[src/hdl/rmd_pkg.sv]
`default_nettype none
// ----------------------------------------------------------------------------
// rmd_pkg
// Shared types and constants of the order-2 context reduced-offset LZ decoder.
// ----------------------------------------------------------------------------
package rmd_pkg;

	localparam int unsigned SLOTS     = 15;
	localparam int unsigned HEAD_BITS = 4;
	localparam int unsigned CTX_BITS  = 16;
	localparam int unsigned LEN_BITS  = 5;
	localparam logic [13:0] HASH_MUL  = 14'd13131;
	localparam logic [8:0]  SYM_REPEAT = 9'd511;
	localparam logic [4:0]  MIN_MATCH = 5'd2;

	typedef struct packed {
		logic [8:0] symbol;
		logic       block_start;
	} sym_item_t;

	typedef struct packed {
		logic [7:0] out_byte;
		logic       last_of_run;
		logic       bad_reference;
	} byte_item_t;

	typedef enum logic [2:0] {
		ST_CLEAR,
		ST_IDLE,
		ST_LOOKUP,
		ST_DECODE,
		ST_HREAD,
		ST_BYTE
	} state_t;

	typedef struct packed {
		logic clear;
		logic accept;
		logic lookup;
		logic decode;
		logic hread;
		logic emit;
	} dp_cmd_t;

	typedef struct packed {
		logic clear_done;
		logic is_match;
		logic last;
		logic out_free;
	} dp_status_t;

endpackage
`default_nettype wire

[src/hdl/rmd_ctrl.sv]
`default_nettype none
// ----------------------------------------------------------------------------
// rmd_ctrl
// Controller that sequences table clearing, lookup and byte emission.
// ----------------------------------------------------------------------------
module rmd_ctrl (
	input  wire logic               clk,
	input  wire logic               arst_n,
	input  wire logic               sym_valid,
	output logic                    sym_ready,
	input  wire rmd_pkg::dp_status_t status,
	output rmd_pkg::dp_cmd_t        cmd
);

	rmd_pkg::state_t state_q, state_d;

	always_ff @(posedge clk or negedge arst_n) begin
		if (!arst_n) begin
			state_q <= rmd_pkg::ST_CLEAR;
		end else begin
			state_q <= state_d;
		end
	end

	always_comb begin
		state_d = state_q;
		case (state_q)
			rmd_pkg::ST_CLEAR: begin
				if (status.clear_done) state_d = rmd_pkg::ST_IDLE;
			end
			rmd_pkg::ST_IDLE: begin
				if (sym_valid) state_d = rmd_pkg::ST_LOOKUP;
			end
			rmd_pkg::ST_LOOKUP: state_d = rmd_pkg::ST_DECODE;
			rmd_pkg::ST_DECODE: begin
				if (status.is_match) state_d = rmd_pkg::ST_HREAD;
				else if (status.out_free) state_d = rmd_pkg::ST_IDLE;
			end
			rmd_pkg::ST_HREAD: state_d = rmd_pkg::ST_BYTE;
			rmd_pkg::ST_BYTE: begin
				if (status.out_free) begin
					state_d = status.last ? rmd_pkg::ST_IDLE : rmd_pkg::ST_HREAD;
				end
			end
			default: state_d = rmd_pkg::ST_CLEAR;
		endcase
	end

	always_comb begin
		cmd = '0;
		sym_ready = 1'b0;
		case (state_q)
			rmd_pkg::ST_CLEAR: cmd.clear = 1'b1;
			rmd_pkg::ST_IDLE: begin
				sym_ready  = 1'b1;
				cmd.accept = sym_valid;
			end
			rmd_pkg::ST_LOOKUP: cmd.lookup = 1'b1;
			rmd_pkg::ST_DECODE: begin
				cmd.decode = status.is_match;
				cmd.emit   = !status.is_match && status.out_free;
			end
			rmd_pkg::ST_HREAD: cmd.hread = 1'b1;
			rmd_pkg::ST_BYTE: cmd.emit = status.out_free;
			default: cmd = '0;
		endcase
	end

endmodule
`default_nettype wire

[config.mk]
export PLATFORM = sky130hd
export DESIGN_NAME = rmd_ctrl
export DESIGN_NICKNAME = d
export VERILOG_FILES = /design/src/hdl/rmd_pkg.sv /design/src/hdl/rmd_ctrl.sv
export SDC_FILE = /design/constraint.sdc
export NUM_CORES = 1
export LEC_CHECK = 0
export ABC_AREA = 1
export BUFFER_PORTS_ARGS = -buffer_cell sky130_fd_sc_hd__buf_2
export CORE_AREA = 5 5 42 44
export CTS_BUF_LIST = sky130_fd_sc_hd__clkbuf_16
export CTS_CLUSTER_DIAMETER = 200
export DETAILED_ROUTE_END_ITERATION = 10
export DIE_AREA = 0 0 47 49
export SLEW_MARGIN = 20
export SYNTH_ARGS = -nofsm -noshare
export SYNTH_HDL_FRONTEND = slang
export SYNTH_SLANG_ARGS = --single-unit
[constraint.sdc]
create_clock -name clk -period 1.41 [get_ports clk]
set_input_delay 0.3525 -clock clk [delete_from_list [all_inputs] [get_ports clk]]
set_output_delay 0.3525 -clock clk [all_outputs]
set_load 0.02 [all_outputs]
==> flow_results.xml <==
<?xml version="1.0" encoding="UTF-8"?>
<metrics>
  <group name="final_layout">
    <metric name="insertedDiodeCount" unit="">0</metric>
    <metric name="layout.cells.non_filler" unit="">99</metric>
    <metric name="layout_commonest_cell" unit="">sky130_fd_sc_hd__buf_4</metric>
    <metric name="multi_input_comb_area" unit="um^2">195.2</metric>
    <metric name="nets" unit="">91</metric>
    <metric name="ff_latch_area" unit="um^2">77.57</metric>
    <metric name="layout.filler_cells" unit="">146</metric>
    <metric name="postLayoutCoreUtil" unit="%">44.38</metric>
    <metric name="number_of_flip_flops_under_the_largest_register_name" unit="">3</metric>
    <metric name="area.growth.synth_to_final" unit="%">96.44</metric>
    <metric name="biggestRegsByFlops" unit="">state_q (3)</metric>
    <metric name="registers.top_by_ff_count" unit="">state_q</metric>
    <metric name="final_layout_size_suffix_gt1_share" unit="%">54.22</metric>
    <metric name="final_cell_mix" unit="">sky130_fd_sc_hd__buf_4, sky130_fd_sc_hd__nand2_1, sky130_fd_sc_hd__inv_1</metric>
  </group>
  <group name="cts">
    <metric name="worst_setup_hold_path_clk_slew" unit="ns">0.03</metric>
    <metric name="clock_tree_from_tritoncts" unit="">built</metric>
    <metric name="clk-insertion-delay-late" unit="ns">0.23</metric>
    <metric name="cts_max_path_buffers" unit="">2</metric>
    <metric name="tritoncts_num_sinks" unit="">3</metric>
    <metric name="clock_buffers_created_by_tritoncts" unit="">3</metric>
    <metric name="clock-root-buffer" unit="">sky130_fd_sc_hd__clkbuf_16</metric>
    <metric name="clock_tree.htree_level_count" unit="">1</metric>
  </group>
  <group name="sta">
    <metric name="timing_hold_violations_final" unit="">0</metric>
    <metric name="hold_slack" unit="ns">0.4421</metric>
    <metric name="actual_slew_at_the_worst_max_slew_pin" unit="ns">0.2239</metric>
    <metric name="layout_setup_ws" unit="ns">-0.1230</metric>
    <metric name="rsz0062_at_grt" unit="">true</metric>
    <metric name="post-route-min-period" unit="ns">1.533</metric>
    <metric name="fmaxAchievable" unit="MHz">652.3</metric>
    <metric name="finClkSkew" unit="ns">0.003010</metric>
    <metric name="slew_headroom" unit="%">84.91</metric>
    <metric name="final_clock_period_utilization_by_the_worst_path" unit="%">108.7</metric>
    <metric name="setup_total_negative_slack" unit="ns">-0.5952</metric>
    <metric name="slew_violations" unit="">0</metric>
    <metric name="setup_viol_count_final" unit="">7</metric>
  </group>
  <group name="floorplanning">
    <metric name="die_x" unit="um">47</metric>
    <metric name="io-pin-count" unit="">14</metric>
    <metric name="initial_utilization" unit="%">22.59</metric>
    <metric name="coreArea" unit="um^2">1401</metric>
    <metric name="die_area" unit="um^2">2303</metric>
    <metric name="placement_rows" unit="">14</metric>
    <metric name="chipHeight" unit="um">49</metric>
  </group>
  <group name="drt">
    <metric name="wl_per_cell" unit="um">10.19</metric>
    <metric name="drt_iter0_drc" unit="">6</metric>
    <metric name="drt-vias-per-instance" unit="">4.232</metric>
    <metric name="drc" unit="">0</metric>
    <metric name="detail-route-antenna-nets" unit="">0</metric>
    <metric name="total_number_of_vias" unit="">419</metric>
    <metric name="drt-total-wl" unit="um">1009</metric>
    <metric name="firstDrtPassIters" unit="">4</metric>
  </group>
  <group name="synth">
    <metric name="yosys-mux-area-fraction" unit="%">0</metric>
    <metric name="largest_family_of_logic_cells_by_synthesized_area" unit="">simple AND/OR/NAND/NOR gates</metric>
    <metric name="yosysWarningCount" unit="">0</metric>
    <metric name="synthXorXnorAreaFrac" unit="%">0</metric>
    <metric name="synth.ff_latch_count" unit="">3</metric>
    <metric name="synthSimpleGateAreaFrac" unit="%">50.20</metric>
    <metric name="synth-seq-area-share" unit="%">23.72</metric>
    <metric name="post_synth_inst_count" unit="">54</metric>
    <metric name="synth_cell_type_count" unit="">14</metric>
    <metric name="postSynthNetCount" unit="">61</metric>
    <metric name="syn-mean-instance-area" unit="um^2">5.862</metric>
    <metric name="synth_adder_area_share" unit="%">0</metric>
    <metric name="mappedNetlistArea" unit="um^2">316.6</metric>
    <metric name="synth-compound-area-share" unit="%">4.743</metric>
  </group>
  <group name="pwr">
    <metric name="clockPowerShare" unit="%">29.7</metric>
    <metric name="pwr-share-comb" unit="%">57.3</metric>
    <metric name="peak_vdd_ir" unit="V">0.001100</metric>
    <metric name="power.leakage" unit="nW">0.3574</metric>
    <metric name="power.switching_fraction" unit="%">39.05</metric>
    <metric name="power-per-cell-area" unit="nW/um^2">2474</metric>
    <metric name="sequentialPowerShare" unit="%">13.0</metric>
    <metric name="fin_total_pwr" unit="mW">1.539</metric>
    <metric name="switching_power" unit="uW">600.9</metric>
    <metric name="power_report.internal_total" unit="uW">937.8</metric>
  </group>
  <group name="global_routing">
    <metric name="number_of_global_route_vias_before_repair" unit="">427</metric>
    <metric name="grt_antenna_before_repair" unit="">0</metric>
    <metric name="maximum_number_of_pins_on_one_net_before_global_route_repair" unit="">8</metric>
    <metric name="grt_usage" unit="%">10.43</metric>
    <metric name="grt_pass1_wl" unit="um">1697</metric>
    <metric name="grt_remaining_overflow" unit="">0</metric>
  </group>
  <group name="worst_setup_path">
    <metric name="required" unit="ns">1.06</metric>
    <metric name="crit_type" unit="">register to output pin</metric>
    <metric name="critical_path_startpoint_category" unit="">register</metric>
    <metric name="crit_path_top_delay_cell" unit="">sky130_fd_sc_hd__dfrtp_1</metric>
    <metric name="critical_path.endpoint_type" unit="">output pin</metric>
    <metric name="cp_num_buf_inv" unit="">2</metric>
    <metric name="largest_driver_fanout_on_the_critical_path" unit="">6</metric>
    <metric name="cp_top_family" unit="">flip-flops</metric>
    <metric name="peak_per_stage_delay_on_the_critical_path" unit="ns">0.39</metric>
    <metric name="arrival" unit="ns">1.18</metric>
    <metric name="worst_path_cell_trace" unit="">inv_2 &gt; nand4_1 &gt; a21oi_2 &gt; buf_4</metric>
  </group>
  <group name="placement">
    <metric name="place_congestion" unit="">0.7006</metric>
    <metric name="place.detailed.hpwl" unit="um">647.6</metric>
    <metric name="placed_cells" unit="">85</metric>
    <metric name="portBuffers" unit="">13</metric>
  </group>
  <group name="run_status">
    <metric name="status" unit="">finished with violations</metric>
    <metric name="violated_checks" unit="">negative setup slack</metric>
  </group>
  <group name="run">
    <metric name="max_capacitance_violation_total" unit="">0</metric>
  </group>
  <group name="hold_path">
    <metric name="hold_path.class" unit="">primary input to async pin</metric>
  </group>
</metrics>
-- worst reg2reg max path: cells and delay by family (launching register included) --
kind	cells	cell delay [ns]
and+or+nand+nor	6	0.50
DFF	1	0.39
buffers and inverters	2	0.29
-- timing repair --
action | in CTS | in global routing
gates resized for setup | 11 | 7
hold buffers | 1 | 0
pin swaps | 3 | 3
cloned | 0 | 0
setup endpoints to repair | 7 | 10
hold endpoints to repair | 3 | 0
setup buffers | 8 | 3
-- synth_stat cells --
cell type / n / area share (%)
sky130_fd_sc_hd__nand4_1: 2 / 4.0
sky130_fd_sc_hd__nand2_1: 15 / 18
sky130_fd_sc_hd__o21ai_0: 2 / 3.2
sky130_fd_sc_hd__buf_6: 2 / 7.1
sky130_fd_sc_hd__inv_1: 9 / 11
sky130_fd_sc_hd__nor3_1: 3 / 4.7
sky130_fd_sc_hd__inv_2: 3 / 3.6
sky130_fd_sc_hd__nor2_2: 1 / 2.0
sky130_fd_sc_hd__nor2_4: 1 / 3.6
sky130_fd_sc_hd__nand3_1: 6 / 9.5
sky130_fd_sc_hd__a21oi_1: 1 / 1.6
sky130_fd_sc_hd__nand2_2: 2 / 4.0
sky130_fd_sc_hd__nor2_1: 4 / 4.7
sky130_fd_sc_hd__dfrtp_1: 3 / 24
-- final timing paths --
kind	start	to	slack, ns	cells after the start
worst max-delay path	state_q[2]$_DFFE_PN0P_	cmd[0]	-0.12	4
worst min-delay path	arst_n	state_q[0]$_DFFE_PN0P_	0.44	2
worst max register to register	state_q[2]$_DFFE_PN0P_	state_q[0]$_DFFE_PN0P_	0.15	8
worst min register to register	state_q[2]$_DFFE_PN0P_	state_q[2]$_DFFE_PN0P_	0.64	3
max in group asynchronous	arst_n	state_q[1]$_DFFE_PN0P_	0.84	2
min in group clk	status[0]	state_q[1]$_DFFE_PN0P_	0.53	5
-- per-stage QoR --
step,worst slack (ns),instance area (um^2)
finish,-0.1230,621.8
floorplan,-0.00002454,327.8
global route,-0.1805,621.8
CTS,-0.1173,594.3
detailed placement,0.03210,420.4
global placement,0.05384,420.4
-- power groups by stage --
stage / logic [mW] / registers [mW] / clock network, mW
5_1_grt: 0.974 / 0.208 / 0.473
3_3_place_gp: 0.594 / 0.193 / 0
6_report: 0.881 / 0.200 / 0.458
3_5_place_dp: 0.600 / 0.196 / 0
4_1_cts: 0.811 / 0.202 / 0.464
2_1_floorplan: 0.511 / 0.150 / 0
-- metal layers --
metal  part of all wire, %  vias up  track usage (%)  routed length (um)
met5                     0        -                0                   0
li1                      -      221                -                   -
met3                   8.6        3            3.321                  87
met4                   2.2        0            9.217                  22
met1                    40      181            11.67                 402
met2                    49       14            14.93                 496
-- final cells by class --
type | instances | share of cell area (%)
Clock buffer | 3 | 12.07
Clock inverter | 1 | 0.6036
Inverter | 12 | 7.243
Multi-Input combinational cell | 37 | 31.39
Sequential cell | 3 | 12.47
Tap cell | 16 | 3.219
Timing Repair Buffer | 27 | 33.00
-- logic make-up (layout without fill, tap and decap cells) --
logic type	after synthesis	after routing
buffers and inverters	14	43
AO/OA/AOI/OAI	3	3
flip-flops	3	3
AND/OR/NAND/NOR	34	34
(Power assumes the default switching activity.)
